### config.mk
export PLATFORM = sky130hd
export DESIGN_NAME = uart_command_line_decoder_flat
export DESIGN_NICKNAME = d
export VERILOG_FILES = /design/src/rtl/ucl_pkg.sv /design/src/rtl/ucl_in_if.sv /design/src/rtl/ucl_out_if.sv /design/src/rtl/ucl_keyword.sv /design/src/rtl/ucl_number.sv /design/src/rtl/uart_command_line_decoder.sv /design/src/flat_wrapper.sv
export SDC_FILE = /design/constraint.sdc
export NUM_CORES = 1
export LEC_CHECK = 0
export BUFFER_PORTS_ARGS = -buffer_cell sky130_fd_sc_hd__buf_4
export CORE_MARGIN = 2
export CORE_UTILIZATION = 50
export CTS_CLUSTER_SIZE = 20
export DETAILED_ROUTE_END_ITERATION = 6
export GPL_TIMING_DRIVEN = 0
export PLACE_DENSITY = 0.67
export SETUP_SLACK_MARGIN = 0.2
export SLEW_MARGIN = 20
export SYNTH_ARGS = -nofsm -noshare
export SYNTH_HDL_FRONTEND = slang
export SYNTH_SLANG_ARGS = --single-unit
### constraint.sdc
create_clock -name clk_i -period 12.5 [get_ports clk_i]
set_input_delay 1.25 -clock clk_i [delete_from_list [all_inputs] [get_ports clk_i]]
set_output_delay 1.25 -clock clk_i [all_outputs]
set_load 0.02 [all_outputs]
### src/rtl/ucl_pkg.sv
`default_nettype none

package ucl_pkg;

  localparam int unsigned MAX_MSG_LEN_DEFAULT = 64;

  // Keyword table geometry
  localparam int unsigned KW_NUM   = 14;
  localparam int unsigned KW_CHARS = 18;
  localparam int unsigned KW_IDX_W = 4;
  localparam int unsigned KW_POS_W = 5;

  // Configuration register indexes
  localparam logic [1:0] CFG_ECHO_MODE = 2'd0;
  localparam logic [1:0] CFG_WORD_SEP  = 2'd1;
  localparam logic [1:0] CFG_MSG_END   = 2'd2;
  localparam logic [1:0] CFG_LINE_FEED = 2'd3;

  localparam logic       ECHO_MODE_RST = 1'b1;
  localparam logic [7:0] WORD_SEP_RST  = 8'd32;
  localparam logic [7:0] MSG_END_RST   = 8'd13;
  localparam logic [7:0] LINE_FEED_RST = 8'd10;

  // Result kinds
  localparam logic KIND_ECHO   = 1'b0;
  localparam logic KIND_REPORT = 1'b1;

  // Command codes
  localparam logic [3:0] CMD_NONE      = 4'd0;
  localparam logic [3:0] CMD_ON        = 4'd1;
  localparam logic [3:0] CMD_OFF       = 4'd2;
  localparam logic [3:0] CMD_VOLTAGE   = 4'd3;
  localparam logic [3:0] CMD_CURRENT   = 4'd4;
  localparam logic [3:0] CMD_LIMIT     = 4'd5;
  localparam logic [3:0] CMD_BUTTON    = 4'd6;
  localparam logic [3:0] CMD_ENCODER   = 4'd7;
  localparam logic [3:0] CMD_PROFILING = 4'd8;

  // Status codes
  localparam logic [1:0] STATUS_OK      = 2'd0;
  localparam logic [1:0] STATUS_MISSING = 2'd1;
  localparam logic [1:0] STATUS_UNKNOWN = 2'd2;

  typedef enum logic [1:0] {
    ARG_NONE,
    ARG_BUTTON,
    ARG_UNSIGNED,
    ARG_SIGNED
  } arg_kind_e;

  typedef enum logic [2:0] {
    NUM_SIGN,
    NUM_AFTER_SIGN,
    NUM_ZERO,
    NUM_HEX_FIRST,
    NUM_DIGITS,
    NUM_DONE
  } num_phase_e;

  typedef enum logic [1:0] {
    BASE_NONE,
    BASE_OCT,
    BASE_DEC,
    BASE_HEX
  } num_base_e;

  // Keyword text, right-justified: the last character sits in the low byte
  localparam logic [8*KW_CHARS-1:0] KW_TEXT [KW_NUM] = '{
    "on", "off", {"set", "_voltage"}, {"set", "_current"}, {"set", "_current_limit"},
    "btn_esc", "btn_ok", {"btn", "_left"}, {"btn", "_right"}, "btn_on", "btn_off",
    {"push", "_encoder"}, {"encoder", "_delta"}, {"get_time", "_profiling"}
  };

  localparam logic [KW_POS_W-1:0] KW_LEN [KW_NUM] = '{
    5'd2, 5'd3, 5'd11, 5'd11, 5'd17, 5'd7, 5'd6, 5'd8, 5'd9, 5'd6, 5'd7,
    5'd12, 5'd13, 5'd18
  };

  localparam logic [3:0] KW_CMD [KW_NUM] = '{
    CMD_ON, CMD_OFF, CMD_VOLTAGE, CMD_CURRENT, CMD_LIMIT,
    CMD_BUTTON, CMD_BUTTON, CMD_BUTTON, CMD_BUTTON, CMD_BUTTON, CMD_BUTTON,
    CMD_BUTTON, CMD_ENCODER, CMD_PROFILING
  };

  localparam arg_kind_e KW_ARG [KW_NUM] = '{
    ARG_NONE, ARG_NONE, ARG_UNSIGNED, ARG_UNSIGNED, ARG_UNSIGNED,
    ARG_BUTTON, ARG_BUTTON, ARG_BUTTON, ARG_BUTTON, ARG_BUTTON, ARG_BUTTON,
    ARG_BUTTON, ARG_SIGNED, ARG_NONE
  };

  localparam logic [2:0] KW_BTN [KW_NUM] = '{
    3'd0, 3'd0, 3'd0, 3'd0, 3'd0, 3'd0, 3'd1, 3'd2, 3'd3, 3'd4, 3'd5,
    3'd6, 3'd0, 3'd0
  };

  typedef struct packed {
    logic clear;
    logic feed;
  } kw_ctl_t;

  typedef struct packed {
    logic                hit;
    logic [KW_IDX_W-1:0] idx;
  } kw_hit_t;

  typedef struct packed {
    logic clear;
    logic feed;
    logic finish;
  } num_ctl_t;

  typedef struct packed {
    logic [31:0] mag;
    logic        neg;
    logic        ovf;
  } num_val_t;

  // 31 marks a character that is no digit at all
  function automatic logic [4:0] digit_value(input logic [7:0] c);
    logic [4:0] d;
    d = 5'd31;
    if (c >= "0" && c <= "9") begin
      d = 5'(c - "0");
    end else if (c >= "a" && c <= "f") begin
      d = 5'(c - "a" + 8'd10);
    end else if (c >= "A" && c <= "F") begin
      d = 5'(c - "A" + 8'd10);
    end
    return d;
  endfunction

  function automatic logic [4:0] base_limit(input num_base_e b);
    logic [4:0] r;
    unique case (b)
      BASE_OCT:  r = 5'd8;
      BASE_DEC:  r = 5'd10;
      BASE_HEX:  r = 5'd16;
      BASE_NONE: r = 5'd0;
    endcase
    return r;
  endfunction

  function automatic logic kw_char_ok(input int unsigned k, input logic [KW_POS_W-1:0] p,
                                      input logic [7:0] c);
    int unsigned sh;
    logic        ok;
    ok = 1'b0;
    sh = 0;
    if (p < KW_LEN[k]) begin
      sh = 8 * (int'(KW_LEN[k]) - 1 - int'(p));
      ok = (KW_TEXT[k][sh +: 8] == c);
    end
    return ok;
  endfunction

endpackage

`default_nettype wire

### src/rtl/ucl_in_if.sv
`default_nettype none

interface ucl_in_if;
  logic       valid;
  logic       ready;
  logic [7:0] rx_char;
  logic       rx_error;

  modport source (output valid, output rx_char, output rx_error, input ready);
  modport sink   (input valid, input rx_char, input rx_error, output ready);
endinterface

`default_nettype wire

### src/rtl/ucl_out_if.sv
`default_nettype none

interface ucl_out_if;
  logic        valid;
  logic        ready;
  logic        kind;
  logic [7:0]  echo_char;
  logic [3:0]  command;
  logic [31:0] argument;
  logic [1:0]  status;

  modport source (output valid, output kind, output echo_char, output command,
                  output argument, output status, input ready);
  modport sink   (input valid, input kind, input echo_char, input command,
                  input argument, input status, output ready);
endinterface

`default_nettype wire

### src/rtl/ucl_keyword.sv
`default_nettype none

module ucl_keyword
  import ucl_pkg::*;
(
  input  logic          clk_i,
  input  logic          rst_ni,
  input  kw_ctl_t       ctl_i,
  input  logic [7:0]    char_i,
  output kw_hit_t       hit_o
);

  logic [KW_NUM-1:0]   alive_q, alive_f, alive_d;
  logic [KW_POS_W-1:0] pos_q, pos_f, pos_d;
  kw_hit_t             hit;

  always_comb begin
    alive_f = alive_q;
    pos_f   = pos_q;
    if (ctl_i.feed) begin
      for (int unsigned k = 0; k < KW_NUM; k++) begin
        alive_f[k] = alive_q[k] & kw_char_ok(k, pos_q, char_i);
      end
      if (pos_q != '1) begin
        pos_f = pos_q + KW_POS_W'(1);
      end
    end
  end

  // first keyword still alive whose length equals the characters seen wins
  always_comb begin
    hit = '0;
    for (int unsigned k = 0; k < KW_NUM; k++) begin
      if (!hit.hit && alive_f[k] && (KW_LEN[k] == pos_f)) begin
        hit.hit = 1'b1;
        hit.idx = KW_IDX_W'(k);
      end
    end
  end

  assign hit_o   = hit;
  assign alive_d = ctl_i.clear ? '1 : alive_f;
  assign pos_d   = ctl_i.clear ? '0 : pos_f;

  always_ff @(posedge clk_i or negedge rst_ni) begin
    if (!rst_ni) begin
      alive_q <= '1;
      pos_q   <= '0;
    end else begin
      alive_q <= alive_d;
      pos_q   <= pos_d;
    end
  end

endmodule

`default_nettype wire

### src/rtl/ucl_number.sv
`default_nettype none

module ucl_number
  import ucl_pkg::*;
(
  input  logic       clk_i,
  input  logic       rst_ni,
  input  num_ctl_t   ctl_i,
  input  logic [7:0] char_i,
  output num_val_t   val_o
);

  num_phase_e  phase_q, phase_f, phase_d;
  num_base_e   base_q, base_f, base_d;
  logic [31:0] mag_q, mag_f, mag_d;
  logic        neg_q, neg_f, neg_d;
  logic        ovf_q, ovf_f, ovf_d;

  logic [4:0]  dig;
  logic        is_space;
  num_phase_e  st_phase;
  num_base_e   st_base;
  logic        st_acc;
  logic        acc;
  logic [35:0] prod, sum;

  assign dig      = digit_value(char_i);
  assign is_space = (char_i == " ") || (char_i >= 8'd9 && char_i <= 8'd13);

  // first character after optional sign picks the base
  always_comb begin
    st_phase = NUM_DONE;
    st_base  = base_q;
    st_acc   = 1'b0;
    if (char_i == "0") begin
      st_phase = NUM_ZERO;
      st_base  = BASE_OCT;
    end else if (dig < 5'd10) begin
      st_phase = NUM_DIGITS;
      st_base  = BASE_DEC;
      st_acc   = 1'b1;
    end
  end

  always_comb begin
    phase_f = phase_q;
    base_f  = base_q;
    neg_f   = neg_q;
    acc     = 1'b0;
    if (ctl_i.feed) begin
      unique case (phase_q)
        NUM_SIGN: begin
          if (is_space) begin
            phase_f = NUM_SIGN;
          end else if (char_i == "+") begin
            phase_f = NUM_AFTER_SIGN;
          end else if (char_i == "-") begin
            phase_f = NUM_AFTER_SIGN;
            neg_f   = 1'b1;
          end else begin
            phase_f = st_phase;
            base_f  = st_base;
            acc     = st_acc;
          end
        end
        NUM_AFTER_SIGN: begin
          phase_f = st_phase;
          base_f  = st_base;
          acc     = st_acc;
        end
        NUM_ZERO: begin
          if (char_i == "x" || char_i == "X") begin
            phase_f = NUM_HEX_FIRST;
            base_f  = BASE_HEX;
          end else if (dig < 5'd8) begin
            phase_f = NUM_DIGITS;
            acc     = 1'b1;
          end else begin
            phase_f = NUM_DONE;
          end
        end
        NUM_HEX_FIRST: begin
          if (dig < 5'd16) begin
            phase_f = NUM_DIGITS;
            acc     = 1'b1;
          end else begin
            phase_f = NUM_DONE;
          end
        end
        NUM_DIGITS: begin
          if (dig < base_limit(base_q)) begin
            acc = 1'b1;
          end else begin
            phase_f = NUM_DONE;
          end
        end
        default: begin
          phase_f = NUM_DONE;
        end
      endcase
    end
  end

  // magnitude * base + digit, bases by shift and add
  always_comb begin
    unique case (base_f)
      BASE_OCT:  prod = {1'b0, mag_q, 3'b000};
      BASE_DEC:  prod = {1'b0, mag_q, 3'b000} + {3'b000, mag_q, 1'b0};
      BASE_HEX:  prod = {mag_q, 4'b0000};
      BASE_NONE: prod = '0;
    endcase
    sum   = prod + 36'(dig);
    mag_f = mag_q;
    ovf_f = ovf_q;
    if (acc && !ovf_q) begin
      if (sum[35:32] != 4'd0) begin
        ovf_f = 1'b1;
      end else begin
        mag_f = sum[31:0];
      end
    end
  end

  assign val_o = '{mag: mag_f, neg: neg_f, ovf: ovf_f};

  always_comb begin
    phase_d = phase_f;
    base_d  = base_f;
    mag_d   = mag_f;
    neg_d   = neg_f;
    ovf_d   = ovf_f;
    if (ctl_i.clear) begin
      phase_d = NUM_SIGN;
      base_d  = BASE_NONE;
      mag_d   = '0;
      neg_d   = 1'b0;
      ovf_d   = 1'b0;
    end else if (ctl_i.finish) begin
      phase_d = NUM_DONE;
    end
  end

  always_ff @(posedge clk_i or negedge rst_ni) begin
    if (!rst_ni) begin
      phase_q <= NUM_SIGN;
      base_q  <= BASE_NONE;
      mag_q   <= '0;
      neg_q   <= 1'b0;
      ovf_q   <= 1'b0;
    end else begin
      phase_q <= phase_d;
      base_q  <= base_d;
      mag_q   <= mag_d;
      neg_q   <= neg_d;
      ovf_q   <= ovf_d;
    end
  end

endmodule

`default_nettype wire

### src/rtl/uart_command_line_decoder.sv
// UART command line decoder.
// in_if carries one received character per item (rx_char, rx_error). Items
// with rx_error set are dropped. With echo_mode set, each character comes
// back on out_if as an echo item. Otherwise characters are collected into a
// message and, at the end or line-feed character or at MAX_MESSAGE_LENGTH
// characters, one command report item is produced (command, argument,
// status). Messages without any word produce nothing.
// Pipeline: input register, decode stage, output register. An item
// is registered in each in turn; one item is taken every cycle when
// out_if keeps ready high.
// Configuration goes through cfg_we_i / cfg_idx_i / cfg_data_i, one write
// per cycle, only while no item is in flight (a rule for the user that the
// block does not enforce). Reset clears all stages, the message state and
// sets the registers to echo on, separator 32, end 13, line feed 10.
// When out_if stalls, the output and decode stages hold and fill up; ready
// on in_if drops once the input register is occupied as well.
`default_nettype none

module uart_command_line_decoder
  import ucl_pkg::*;
#(
  parameter int unsigned MAX_MESSAGE_LENGTH = MAX_MSG_LEN_DEFAULT
) (
  input  logic       clk_i,
  input  logic       rst_ni,
  ucl_in_if.sink     in_if,
  ucl_out_if.source  out_if,
  input  logic       cfg_we_i,
  input  logic [1:0] cfg_idx_i,
  input  logic [7:0] cfg_data_i
);

  localparam int unsigned LenW = $clog2(MAX_MESSAGE_LENGTH + 1);

  // configuration
  logic       echo_q;
  logic [7:0] sep_q, end_q, lf_q;

  always_ff @(posedge clk_i or negedge rst_ni) begin
    if (!rst_ni) begin
      echo_q <= ECHO_MODE_RST;
      sep_q  <= WORD_SEP_RST;
      end_q  <= MSG_END_RST;
      lf_q   <= LINE_FEED_RST;
    end else if (cfg_we_i) begin
      unique case (cfg_idx_i)
        CFG_ECHO_MODE: echo_q <= cfg_data_i[0];
        CFG_WORD_SEP:  sep_q  <= cfg_data_i;
        CFG_MSG_END:   end_q  <= cfg_data_i;
        CFG_LINE_FEED: lf_q   <= cfg_data_i;
      endcase
    end
  end

  // stage handshake
  logic v1_q, v2_q, out_valid_q;
  logic adv1, adv2;

  assign adv2        = !out_valid_q || out_if.ready;
  assign adv1        = !v2_q || adv2;
  assign in_if.ready = !v1_q || adv1;

  // input register
  logic [7:0] c1_q;
  logic       e1_q;

  always_ff @(posedge clk_i or negedge rst_ni) begin
    if (!rst_ni) begin
      v1_q <= 1'b0;
    end else if (in_if.ready) begin
      v1_q <= in_if.valid;
    end
  end

  always_ff @(posedge clk_i) begin
    if (in_if.valid && in_if.ready) begin
      c1_q <= in_if.rx_char;
      e1_q <= in_if.rx_error;
    end
  end

  // decode stage
  logic            step, dstep;
  logic            between_q, between_n;
  logic [1:0]      wc_q, wc_n;
  logic [LenW-1:0] len_q, len_n;
  logic            is_sep, is_end, done, report, produce;
  logic            finish, kw_feed, num_feed;
  kw_ctl_t         kw_ctl;
  num_ctl_t        num_ctl;
  kw_hit_t         kw_hit;
  num_val_t        num_val;

  assign step  = v1_q && adv1 && !e1_q;
  assign dstep = step && !echo_q;

  assign is_sep = (c1_q == sep_q);
  assign is_end = (c1_q == end_q) || (c1_q == lf_q);

  always_comb begin
    between_n = between_q;
    wc_n      = wc_q;
    finish    = 1'b0;
    kw_feed   = 1'b0;
    num_feed  = 1'b0;
    if (is_sep) begin
      // a separator right after the second word closes the number
      finish    = (wc_q == 2'd2) && !between_q;
      between_n = 1'b1;
    end else if (!is_end) begin
      if (between_q) begin
        between_n = 1'b0;
        if (wc_q != 2'd2) begin
          wc_n = wc_q + 2'd1;
        end
      end
      kw_feed  = (wc_n == 2'd1);
      num_feed = (wc_n == 2'd2);
    end
  end

  assign len_n   = len_q + LenW'(1);
  assign done    = is_end || (len_n == LenW'(MAX_MESSAGE_LENGTH));
  assign report  = done && (wc_n != 2'd0);
  assign produce = step && (echo_q || report);

  assign kw_ctl  = '{clear: dstep && done, feed: dstep && kw_feed};
  assign num_ctl = '{clear: dstep && done, feed: dstep && num_feed,
                     finish: dstep && finish};

  ucl_keyword u_keyword (
    .clk_i  (clk_i),
    .rst_ni (rst_ni),
    .ctl_i  (kw_ctl),
    .char_i (c1_q),
    .hit_o  (kw_hit)
  );

  ucl_number u_number (
    .clk_i  (clk_i),
    .rst_ni (rst_ni),
    .ctl_i  (num_ctl),
    .char_i (c1_q),
    .val_o  (num_val)
  );

  always_ff @(posedge clk_i or negedge rst_ni) begin
    if (!rst_ni) begin
      between_q <= 1'b1;
      wc_q      <= '0;
      len_q     <= '0;
    end else if (dstep) begin
      if (done) begin
        between_q <= 1'b1;
        wc_q      <= '0;
        len_q     <= '0;
      end else begin
        between_q <= between_n;
        wc_q      <= wc_n;
        len_q     <= len_n;
      end
    end
  end

  // decode stage result register
  logic       s2_kind_q;
  logic [7:0] s2_char_q;
  kw_hit_t    s2_hit_q;
  logic       s2_has_arg_q;
  num_val_t   s2_num_q;

  always_ff @(posedge clk_i or negedge rst_ni) begin
    if (!rst_ni) begin
      v2_q <= 1'b0;
    end else if (adv1) begin
      v2_q <= produce;
    end
  end

  always_ff @(posedge clk_i) begin
    if (adv1 && produce) begin
      s2_kind_q    <= echo_q ? KIND_ECHO : KIND_REPORT;
      s2_char_q    <= c1_q;
      s2_hit_q     <= kw_hit;
      s2_has_arg_q <= (wc_n == 2'd2);
      s2_num_q     <= num_val;
    end
  end

  // report formatting
  logic [7:0]  echo_char_d;
  logic [3:0]  command_d;
  logic [31:0] argument_d;
  logic [1:0]  status_d;
  logic [31:0] signed_val;
  logic        sat;

  assign signed_val = s2_num_q.neg ? (32'd0 - s2_num_q.mag) : s2_num_q.mag;
  assign sat = s2_num_q.ovf ||
               (s2_num_q.neg ? (s2_num_q.mag > 32'h8000_0000)
                             : (s2_num_q.mag > 32'h7FFF_FFFF));

  always_comb begin
    echo_char_d = '0;
    command_d   = CMD_NONE;
    argument_d  = '0;
    status_d    = STATUS_OK;
    if (s2_kind_q == KIND_ECHO) begin
      echo_char_d = s2_char_q;
    end else if (!s2_hit_q.hit) begin
      status_d = STATUS_UNKNOWN;
    end else begin
      command_d = KW_CMD[s2_hit_q.idx];
      unique case (KW_ARG[s2_hit_q.idx])
        ARG_NONE: begin
          argument_d = '0;
        end
        ARG_BUTTON: begin
          argument_d = 32'(KW_BTN[s2_hit_q.idx]);
        end
        ARG_UNSIGNED: begin
          if (!s2_has_arg_q) begin
            status_d = STATUS_MISSING;
          end else begin
            argument_d = s2_num_q.ovf ? 32'hFFFF_FFFF : signed_val;
          end
        end
        ARG_SIGNED: begin
          if (!s2_has_arg_q) begin
            status_d = STATUS_MISSING;
          end else if (sat) begin
            argument_d = s2_num_q.neg ? 32'h8000_0000 : 32'h7FFF_FFFF;
          end else begin
            argument_d = signed_val;
          end
        end
      endcase
    end
  end

  // output register
  logic        out_kind_q;
  logic [7:0]  out_char_q;
  logic [3:0]  out_cmd_q;
  logic [31:0] out_arg_q;
  logic [1:0]  out_status_q;

  always_ff @(posedge clk_i or negedge rst_ni) begin
    if (!rst_ni) begin
      out_valid_q <= 1'b0;
    end else if (adv2) begin
      out_valid_q <= v2_q;
    end
  end

  always_ff @(posedge clk_i) begin
    if (adv2 && v2_q) begin
      out_kind_q   <= s2_kind_q;
      out_char_q   <= echo_char_d;
      out_cmd_q    <= command_d;
      out_arg_q    <= argument_d;
      out_status_q <= status_d;
    end
  end

  assign out_if.valid     = out_valid_q;
  assign out_if.kind      = out_kind_q;
  assign out_if.echo_char = out_char_q;
  assign out_if.command   = out_cmd_q;
  assign out_if.argument  = out_arg_q;
  assign out_if.status    = out_status_q;

endmodule

`default_nettype wire

### src/flat_wrapper.sv
// flat-port wrapper written by rule: the top's interface ports become plain ports
module uart_command_line_decoder_flat import ucl_pkg::*;
#(
  parameter int unsigned MAX_MESSAGE_LENGTH = MAX_MSG_LEN_DEFAULT
)
  (clk_i, rst_ni, cfg_we_i, cfg_idx_i, cfg_data_i, in_if_valid, in_if_rx_char, in_if_rx_error, in_if_ready, out_if_valid, out_if_kind, out_if_echo_char, out_if_command, out_if_argument, out_if_status, out_if_ready);
  ucl_in_if in_if_i ();
  ucl_out_if out_if_i ();
  input  logic clk_i;
  input  logic rst_ni;
  input  logic cfg_we_i;
  input  logic [1:0] cfg_idx_i;
  input  logic [7:0] cfg_data_i;
  input wire logic [$bits(in_if_i.valid)-1:0] in_if_valid;
  input wire logic [$bits(in_if_i.rx_char)-1:0] in_if_rx_char;
  input wire logic [$bits(in_if_i.rx_error)-1:0] in_if_rx_error;
  output wire logic [$bits(in_if_i.ready)-1:0] in_if_ready;
  output wire logic [$bits(out_if_i.valid)-1:0] out_if_valid;
  output wire logic [$bits(out_if_i.kind)-1:0] out_if_kind;
  output wire logic [$bits(out_if_i.echo_char)-1:0] out_if_echo_char;
  output wire logic [$bits(out_if_i.command)-1:0] out_if_command;
  output wire logic [$bits(out_if_i.argument)-1:0] out_if_argument;
  output wire logic [$bits(out_if_i.status)-1:0] out_if_status;
  input wire logic [$bits(out_if_i.ready)-1:0] out_if_ready;
  assign in_if_i.valid = in_if_valid;
  assign in_if_i.rx_char = in_if_rx_char;
  assign in_if_i.rx_error = in_if_rx_error;
  assign in_if_ready = in_if_i.ready;
  assign out_if_valid = out_if_i.valid;
  assign out_if_kind = out_if_i.kind;
  assign out_if_echo_char = out_if_i.echo_char;
  assign out_if_command = out_if_i.command;
  assign out_if_argument = out_if_i.argument;
  assign out_if_status = out_if_i.status;
  assign out_if_i.ready = out_if_ready;
  uart_command_line_decoder #(.MAX_MESSAGE_LENGTH(MAX_MESSAGE_LENGTH)) u_core (.clk_i(clk_i), .rst_ni(rst_ni), .in_if(in_if_i), .out_if(out_if_i), .cfg_we_i(cfg_we_i), .cfg_idx_i(cfg_idx_i), .cfg_data_i(cfg_data_i));
endmodule
==> impl_metrics.toml, run 1 <==
[floorplan]
core_region_area_um2 = 34540
die_h_um = 191.4
floorplan.initialDensity_pct = 50.85
io-pin-count = 73
dieArea_um2 = 36640
fp.dieW_um = 191.4
rows = 68

[power_and_ir_drop]
power.density_nw_per_um2 = 153.2
p_sw_w = 0.001271
ir_drop_mv = 0.1691
total_power_w = 0.002998
p_clk_share_pct = 23.8
internal-power_w = 0.001728
switching_share_pct = 42.38
seqPwrFrac_pct = 27.8
p_leak_nw = 7.600
comb_power_share_pct = 48.4

[cells_and_area]
final_util_pct = 56.64
fillCellCount = 3236
area_growth_pct = 11.38
multi_input_area_um2 = 11190
drive_gt1_share_pct = 12.13
seq_area_um2 = 5583
final_nets = 2269

[setup_path]
worst-path-buf-inv = 10
crit_type = "reg -> reg"
cp_slowest_cell = "clkbuf_1"
startpoint_type = "flop"
critPathTopFamily = "buffers and inverters"
cp.arrival_ns = 9.16
required_ns = 12.75
critPathCaptureType = "flop"
crit_top_cell = "buf_2"
critPathMaxFanout = 12
slowest_delay_ns = 0.82

[logic_synthesis]
ys_async_sr_fraction_pct = 47.76
yosys_most_used_dff = "edfxtp_1"
ys_seq_elements = 201
synth.avg_cell_area_um2 = 8.473
synth_nets = 2167
syn_area_um2 = 17560
yosysWarnings = 0
synth_seq_area_share_pct = 31.79
synth_edf_count = 105
syn_inst = 2073
synth_cell_type_count = 96

[sta]
rsz0062_at_grt = "no"
setup_viol = 0
worst_slew_pin_slew_ns = 1.123
final.period_utilization_pct = 71.31
fin_setup_tns_ns = 0
hold_viol_final = 0
drv_slew = 0
clock.fmax_mhz = 112.2
period_needed_ns = 8.914
fin_skew_ns = 0.02275
slew_headroom_pct = 24.47

[placement]
io_buffers = 72
dp_hpwl_um = 47420
gp_congestion = 1.032

[clock_tree]
cts_num_sinks = 201
cts_setup_buffers = 0
clkLatencyLatePin_ns = 0.54
path_clk_slew_ns = 0.06
cts_buffers = 24
cts_tree = "built"
cts_root_buf = "clkbuf_16"
cts_resized = 0
cts_max_level = 1
clock_path_buffers = 3
cts-hold-fix-buffers = 0

[global_routing]
track_usage_pct = 34.26
overflow = 0
grt_max_degree = 97
grt_pass1_vias = 16180
grt_pass1_wl_um = 96370
antenna_found_initial = 4

[drt]
ant_nets = 0
wl_per_cell_um = 23.76
drt-vias-per-instance = 6.544
drt_iter0_drc = 1873
drt_first_pass_iters = 6
wl_um = 62930
post-route-drc-count = 0
dr_total_vias = 17340

[run]
max_cap_viol_count = 0

[hold_path]
hold_path.class = "reg -> reg"

[outcome]
status = "finished clean"
==> through the flow <==
step                cell area [um2]  setup slack, ns  cells  hold WS [ns]
finish                        19560            3.586   2649        0.4768
CTS                           19560            3.832   2648        0.4743
global placement              18670            3.949   2600        0.4341
detailed placement            18750            3.882   2604        0.4488
floorplan                     17560            5.880   2073        0.4206
global route                  19560            3.205   2648        0.4872
==> path summary, 6_finish.rpt <==
check	from	endpoint	slack (ns)	cells after the start
min	u_core.c1_q[4]	u_core.s2_char_q[4]	0.48	0
max	u_core.c1_q[0]	u_core.s2_num_q[22]	3.59	29
min in group asynchronous	rst_ni	u_core.u_number.mag_q[10]	0.80	1
min reg2reg	u_core.c1_q[4]	u_core.s2_char_q[4]	0.48	0
max in group asynchronous	rst_ni	u_core.u_number.mag_q[20]	10.98	1
max reg2reg	u_core.c1_q[0]	u_core.s2_num_q[22]	3.59	29
==> per-layer routing <==
metal	wire, um	global-route usage [%]	up-vias
met5	0	0	-
met2	26300	50.37	919
met3	6827	7.142	121
met4	1538	8.136	0
met1	28260	51.09	8427
li1	-	-	7868
==> power by group through the flow <==
stage	logic, W	clock network, W	registers (W)
3_3_place_gp	0.00138	0	0.000843
6_report	0.00145	0.000713	0.000833
2_1_floorplan	0.00101	0	0.000836
4_1_cts	0.00140	0.000725	0.000832
5_1_grt	0.00156	0.000748	0.000841
3_5_place_dp	0.00139	0	0.000843
==> cell usage after synthesis, types with 14 or more instances <==
cell	n	share of area (%)
a211oi_1	16	0.68
a21o_1	16	0.68
a21oi_1	151	4.3
a22oi_1	14	0.60
a31oi_1	25	0.89
and2_1	21	0.75
and3_1	34	1.2
buf_1	14	0.30
clkbuf_1	86	1.8
dfrtp_1	74	11
dfstp_2	22	3.3
edfxtp_1	105	18
ha_1	68	4.8
inv_1	54	1.2
mux2_2	57	3.7
mux2i_1	51	2.9
nand2_1	234	5.0
nand2b_1	29	1.0
nand3_1	67	1.9
nand4_1	28	1.0
nor2_1	133	2.8
nor2b_1	34	1.2
nor3_1	52	1.5
nor4_1	17	0.61
o211ai_1	21	0.90
o21ai_0	142	4.0
o22ai_1	25	0.89
o31ai_1	21	0.90
or3_1	21	0.75
xnor2_1	148	7.4
xor2_1	26	1.3
==> cells in the final DEF (no fill, tap or decap), types with 12 or more instances in the layout <==
cell       Yosys  final
clkbuf_1      86     89
xor2_1        26     26
or3_1         21     21
o21ai_0      142    142
xnor2_1      148    148
buf_4          9     80
dfstp_2       22     22
a21boi_0      13     13
mux2_2        57     57
o31ai_1       21     21
ha_1          68     68
edfxtp_1     105    105
nor2_1       133    133
buf_2         13     13
nand4_1       28     28
clkbuf_16      0     24
and3_1        34     34
or4_1         12     12
a21oi_1      151    151
or2_2         12     12
a31oi_1       25     25
a21o_1        16     16
nand2_1      234    234
a22oi_1       14     14
nor2b_1       34     34
nor3b_1       12     12
o211ai_1      21     21
nand3_1       67     67
nand2b_1      29     29
inv_1         54     54
nor3_1        52     52
dfrtp_1       74     74
and2_1        21     20
mux2i_1       51     51
a211oi_1      16     15
nor4_1        17     17
o22ai_1       25     25
buf_1         14     14
==> state kept, by name, summed over array words and instances (netlist names), 2 cells and up <==
register,count
u_core.u_number.mag_q,32
u_core.u_keyword.alive_q,14
u_core.out_if.status,2
u_core.u_keyword.pos_q,5
u_core.sep_q,8
u_core.out_if.argument,32
u_core.end_q,8
u_core.u_number.base_q,2
u_core.c1_q,8
u_core.out_if.echo_char,8
u_core.out_if.command,4
u_core.lf_q,8
u_core.u_number.phase_q,3
u_core.s2_hit_q,5
u_core.s2_char_q,8
u_core.len_q,7
u_core.s2_num_q,34
u_core.wc_q,2
==> final cells by class <==
cell class,instances,share of cell area [%]
Antenna cell,1,0.01279
Multi-Input combinational cell,1685,57.20
Clock inverter,15,0.9273
Clock buffer,29,3.217
Tap cell,455,2.910
Sequential cell,201,28.54
Timing Repair Buffer,76,3.076
Inverter,58,1.113
Buffer,129,3.006
==> worst register-to-register path: cells and delay by family (launching register included) <==
| family | cells | cell delay [ns] |
|---|---|---|
| buf+inv | 10 | 2.94 |
| simple gates | 8 | 2.40 |
| compound gates | 7 | 1.38 |
| fa+ha+maj | 3 | 0.98 |
| flops | 1 | 0.49 |
| mux | 1 | 0.44 |
==> cells by family (layout without fill, tap and decap cells) <==
group	Yosys count	after routing	synth area share, %
AO/OA/AOI/OAI	572	572	20.79
XOR/XNOR	175	175	8.812
adder cells (fa/ha/maj)	70	70	5.072
buffers and inverters	187	307	4.580
flip-flops	201	201	31.79
multiplexers	116	116	7.195
other	0	1	0
AND/OR/NAND/NOR	752	752	21.77
Note: power is estimated with default switching activity, not from simulation.
==> run 2, diff against run 1 <==
Clock period 12.5 ns to 9 ns, I/O delays scaled along.
==> run 2 against run 1 <==
Net effect:
- register-to-register slack lost 3.0 ns
- sequential power grew 39%
- critical path depth is the same
- clock power grew 39%
- global-route usage is the same
- non-clock buffer count is the same
- combinational power grew 40%
- via count grew 0.20%
- critical endpoint is now u_core.s2_num_q[29]
==> impl_metrics.toml, run 2 (synthesis gave the netlist of run 1 again) <==
[sta]
holdWs_ns = 0.4177
slew_headroom_pct = 21.80
worst_slew_pin_slew_ns = 1.162
drv_slew = 0
rsz0062_at_grt = "no"
fin_setup_tns_ns = 0
setup_viol = 0
hold_viol_final = 0
clock.fmax_mhz = 119.5
period_needed_ns = 8.366
fin_skew_ns = 0.02464
final.period_utilization_pct = 92.96

[clock_tree]
cts_max_level = 1
cts_tree = "built"
cts_setup_buffers = 0
cts_num_sinks = 201
clkLatencyLatePin_ns = 0.55
path_clk_slew_ns = 0.06
cts_buffers = 24
cts-hold-fix-buffers = 0
cts_resized = 0
clock_path_buffers = 3
cts_root_buf = "clkbuf_16"

[cells_and_area]
mostFrequentLayoutCells = "234 x nand2_1, 151 x a21oi_1, 148 x xnor2_1"
layout_commonest_cell = "nand2_1"
area_growth_pct = 11.45
drive_gt1_share_pct = 12.27
largest_reg_flops = 34
regMostFlops = "u_core.s2_num_q"
final_nets = 2269

[drt]
drt-vias-per-instance = 6.554
ant_nets = 0
dr_total_vias = 17370
post-route-drc-count = 0
wl_per_cell_um = 23.83
drt_iter0_drc = 1902
wl_um = 63150
drt_first_pass_iters = 5

[global_routing]
grt_pass1_wl_um = 96370
overflow = 0
grt_pass1_vias = 16180
grt_max_degree = 97
track_usage_pct = 34.26
antenna_found_initial = 4

[setup_path]
crit_top_cell = "buf_6"
crit_type = "reg -> reg"
cp_slowest_cell = "clkbuf_1"
critPathMaxFanout = 12
required_ns = 9.27
critPathCaptureType = "flop"
cp.arrival_ns = 8.64
startpoint_type = "flop"
slowest_delay_ns = 0.76

[placement]
gp_congestion = 1.032
dp_hpwl_um = 47420
io_buffers = 72

[outcome]
status = "finished clean"

[floorplan]
floorplan.initialDensity_pct = 50.85
fp.dieW_um = 191.4
rows = 68
die_h_um = 191.4
dieArea_um2 = 36640
io-pin-count = 73
core_region_area_um2 = 34540

[hold_path]
hold_path.class = "in -> async"

[power_and_ir_drop]
p_leak_nw = 7.606
power.density_nw_per_um2 = 213.3
ir_drop_mv = 0.2347

[run]
max_cap_viol_count = 0
## run 2: changes by cell type in the layout (fill, tap and decap cells not counted), sizes merged
cell    previous run  this run
clkbuf           115       116
buf              119       118
diode              1         2
## run 2: layout make-up
class	instances	area (um2)
fillers	3232	14970
clock buffers	29	629.4
well taps	455	569.3
repair buffers	76	601.8
diodes	2	5.005
inverters	58	217.7
multi-input cells	1685	11200
clock inverters	15	181.4
flip-flops and latches	201	5583
plain buffers	129	590.6
## run 2: path summary, 6_finish.rpt
kind	cells after the start	slack [ns]	endpoint	startpoint
hold / removal	1	0.42	u_core.u_number.mag_q[11]	rst_ni
setup / recovery	29	0.63	u_core.s2_num_q[29]	u_core.c1_q[1]
max in group asynchronous	1	7.84	u_core.u_number.mag_q[20]	rst_ni
hold reg to reg	0	0.48	u_core.s2_char_q[5]	u_core.c1_q[5]
setup reg to reg	29	0.63	u_core.s2_num_q[29]	u_core.c1_q[1]
min in group clk_i	0	0.48	u_core.s2_char_q[5]	u_core.c1_q[5]
## run 2: layer usage
layer	share of wire [%]	track usage, %	routed length [um]	vias to the layer above
li1	-	-	-	7857
met1	45	51.09	28580	8414
met2	42	50.37	26510	986
met3	10	7.142	6608	112
met4	2.3	8.136	1457	0
met5	0	0	0	-
## run 2: critical path: cells and delay by family, from the launching register on
family / cells / cell delay, ns
buffers and inverters: 10 / 2.64
and+or+nand+nor: 8 / 2.19
AOI/OAI and AO/OA: 7 / 1.38
adders and majority gates: 3 / 1.00
DFF: 1 / 0.53
muxes: 1 / 0.34
## run 2: power by group
part           switching (W)  internal, W  leakage (nW)
registers          0.0000807      0.00108          2.16
logic                0.00129     0.000733          5.06
clock network       0.000401     0.000590         0.382
## run 2: per-stage QoR
| stage | std cells | utilization [%] | power (W) | setup WS (ns) | instance area [um2] |
|---|---|---|---|---|---|
| after floorplan | 2073 | - | 0.002565 | 2.380 | 17560 |
| after global placement | 2600 | 54.06 | 0.003094 | 0.4488 | 18670 |
| after detailed placement | 2604 | 54.28 | 0.003108 | 0.3823 | 18750 |
| after CTS | 2648 | 56.62 | 0.004109 | 0.3319 | 19560 |
| after global routing | 2648 | 56.65 | 0.004375 | 0.2215 | 19570 |
| final | 2650 | 56.67 | 0.004176 | 0.6340 | 19580 |
==> run 3, diff against run 2 <==
Settings changed: REMOVE_ABC_BUFFERS set to 1.
==> run 3 against run 2 <==
Net effect:
- clock-buffer cell count grew 4
- sequential power grew 4%
- clock skew rose by 0.0075 ns
- register-to-register slack got worse by 0.09 ns
- critical path depth is 5 lower
- final area is 1.7% lower
- first-iteration DRC count is 21% lower
- setup slack worse by 0.086 ns
- cell count is 4.4% lower
==> impl_metrics.toml, run 3 (synthesis gave the netlist of run 1 again) <==
[cells_and_area]
layout_commonest_cell = "nand2_1"
largest_reg_flops = 34
drive_gt1_share_pct = 12.56
final_nets = 2154
regMostFlops = "u_core.s2_num_q"
area_growth_pct = 9.553
mostFrequentLayoutCells = "232 x nand2_1, 151 x a21oi_1, 147 x xnor2_1"
final_util_pct = 55.70

[floorplan]
io-pin-count = 73
rows = 68
core_region_area_um2 = 34540
floorplan.initialDensity_pct = 50.85
die_h_um = 191.4
dieArea_um2 = 36640
fp.dieW_um = 191.4

[setup_path]
cp.arrival_ns = 8.72
crit_type = "reg -> reg"
critPathMaxFanout = 34
startpoint_type = "flop"
critPathCaptureType = "flop"
required_ns = 9.27

[clock_tree]
cts_buffers = 24
path_clk_slew_ns = 0.06
cts_max_level = 1
clock_path_buffers = 3
cts_tree = "built"
cts-hold-fix-buffers = 0
cts_root_buf = "clkbuf_16"
cts_num_sinks = 201
clkLatencyLatePin_ns = 0.54

[drt]
ant_nets = 0
dr_total_vias = 16020
wl_per_cell_um = 19.56
wl_um = 49570
drt_first_pass_iters = 5
post-route-drc-count = 0
drt_iter0_drc = 1505
drt-vias-per-instance = 6.322

[global_routing]
antenna_found_initial = 2
grt_pass1_wl_um = 79560
grt_pass1_vias = 14880
track_usage_pct = 26.91
use_met3_pct = 4.737
overflow = 0
met1_usage_pct = 39.63
met2_usage_pct = 41.16
busiest_layer = "met2"
grt_max_degree = 97

[sta]
setup_viol = 0
hold_viol_final = 0
final.period_utilization_pct = 93.91
rsz0062_at_grt = "no"
clock.fmax_mhz = 118.3
fin_setup_tns_ns = 0
period_needed_ns = 8.452
fin_skew_ns = 0.03214
drv_slew = 0
worst_slew_pin_slew_ns = 1.168
fin_ws_ns = 0.5481
slew_headroom_pct = 21.59

[placement]
place_worst_setup_slack_ns = -0.3563
gp_congestion = 0.9252
io_buffers = 72
dp_hpwl_um = 35580

[power_and_ir_drop]
p_leak_nw = 7.482
total_power_w = 0.003945
seqPwrFrac_pct = 30.6
switching_share_pct = 40.60
power.density_nw_per_um2 = 205.0
internal-power_w = 0.002343
p_clk_share_pct = 23.6
p_sw_w = 0.001602
ir_drop_mv = 0.1694
comb_power_share_pct = 45.8

[run]
max_cap_viol_count = 0

[outcome]
status = "finished clean"

[hold_path]
hold_path.class = "reg -> reg"
-- run 3: metal layers --
layer | routed length, um | share of wire [%] | up-vias
li1 | - | - | 7630
met1 | 22750 | 46 | 7664
met2 | 21630 | 44 | 669
met3 | 4388 | 8.9 | 58
met4 | 797 | 1.6 | 0
met5 | 0 | 0 | -
-- run 3: power groups by stage --
stage	combinational (W)	clock, W	sequential (W)
2_1_floorplan	0.00131	0	0.00121
3_3_place_gp	0.00168	0	0.00125
3_5_place_dp	0.00175	0	0.00122
4_1_cts	0.00176	0.000951	0.00121
5_1_grt	0.00198	0.000994	0.00122
6_report	0.00181	0.000930	0.00121
-- run 3: critical path, cell delays in order, from the launching register on --
cell and delay (ns):
edfxtp_1 0.80, buf_8 0.28, clkinvlp_4 0.44, ha_1 0.46, inv_1 0.08, o311a_1 0.20
a32oi_1 0.16, o21ai_1 0.48, a21oi_2 0.24, nor2_4 0.63, nand2_1 0.44, nor2_1 0.27
inv_1 0.09, fa_1 0.44, nor2b_1 0.12, o21ai_0 0.08, nand2b_1 0.11, o21ai_0 0.24
nor4_4 0.46, buf_2 0.31, or3b_1 0.38, or3_1 0.39, a22o_4 0.42, buf_12 0.26
mux2_1 0.37
-- run 3: per-stage QoR --
stage / std cells / hold slack, ns / instance area (um2)
global route: 2533 / 0.4915 / 19240
global placement: 2471 / 0.4464 / 18090
CTS: 2532 / 0.4657 / 19180
finish: 2534 / 0.4638 / 19240
floorplan: 1944 / 0.4394 / 16980
detailed placement: 2488 / 0.4569 / 18410
-- run 3: layout make-up --
| cell class | instances | area (um2) |
|---|---|---|
| Antenna cell | 1 | 2.502 |
| Clock buffer | 33 | 654.4 |
| Clock inverter | 11 | 103.9 |
| Fill cell | 3230 | 15300 |
| Inverter | 58 | 222.7 |
| Multi-Input combinational cell | 1685 | 11280 |
| Sequential cell | 201 | 5589 |
| Tap cell | 455 | 569.3 |
| Timing Repair Buffer | 90 | 822.0 |
-- run 3: timing repair --
action | CTS | global route
buffers inserted | 0 | 0
gates resized for setup | 2 | 4
pin swaps | 0 | 0
endpoints found under the setup margin | 66 | 51
-- run 3: worst paths after layout --
kind | slack [ns] | endpoint | depth (start not counted) | from
setup / recovery | 0.55 | u_core.s2_num_q[22] | 24 | u_core.c1_q[0]
hold / removal | 0.46 | u_core.u_keyword.alive_q[4] | 2 | u_core.u_keyword.alive_q[4]
setup reg to reg | 0.55 | u_core.s2_num_q[22] | 24 | u_core.c1_q[0]
hold reg to reg | 0.46 | u_core.u_keyword.alive_q[4] | 2 | u_core.u_keyword.alive_q[4]
max in group asynchronous | 7.84 | u_core.u_keyword.pos_q[4] | 1 | rst_ni
min in group asynchronous | 0.48 | u_core.u_number.mag_q[12] | 1 | rst_ni
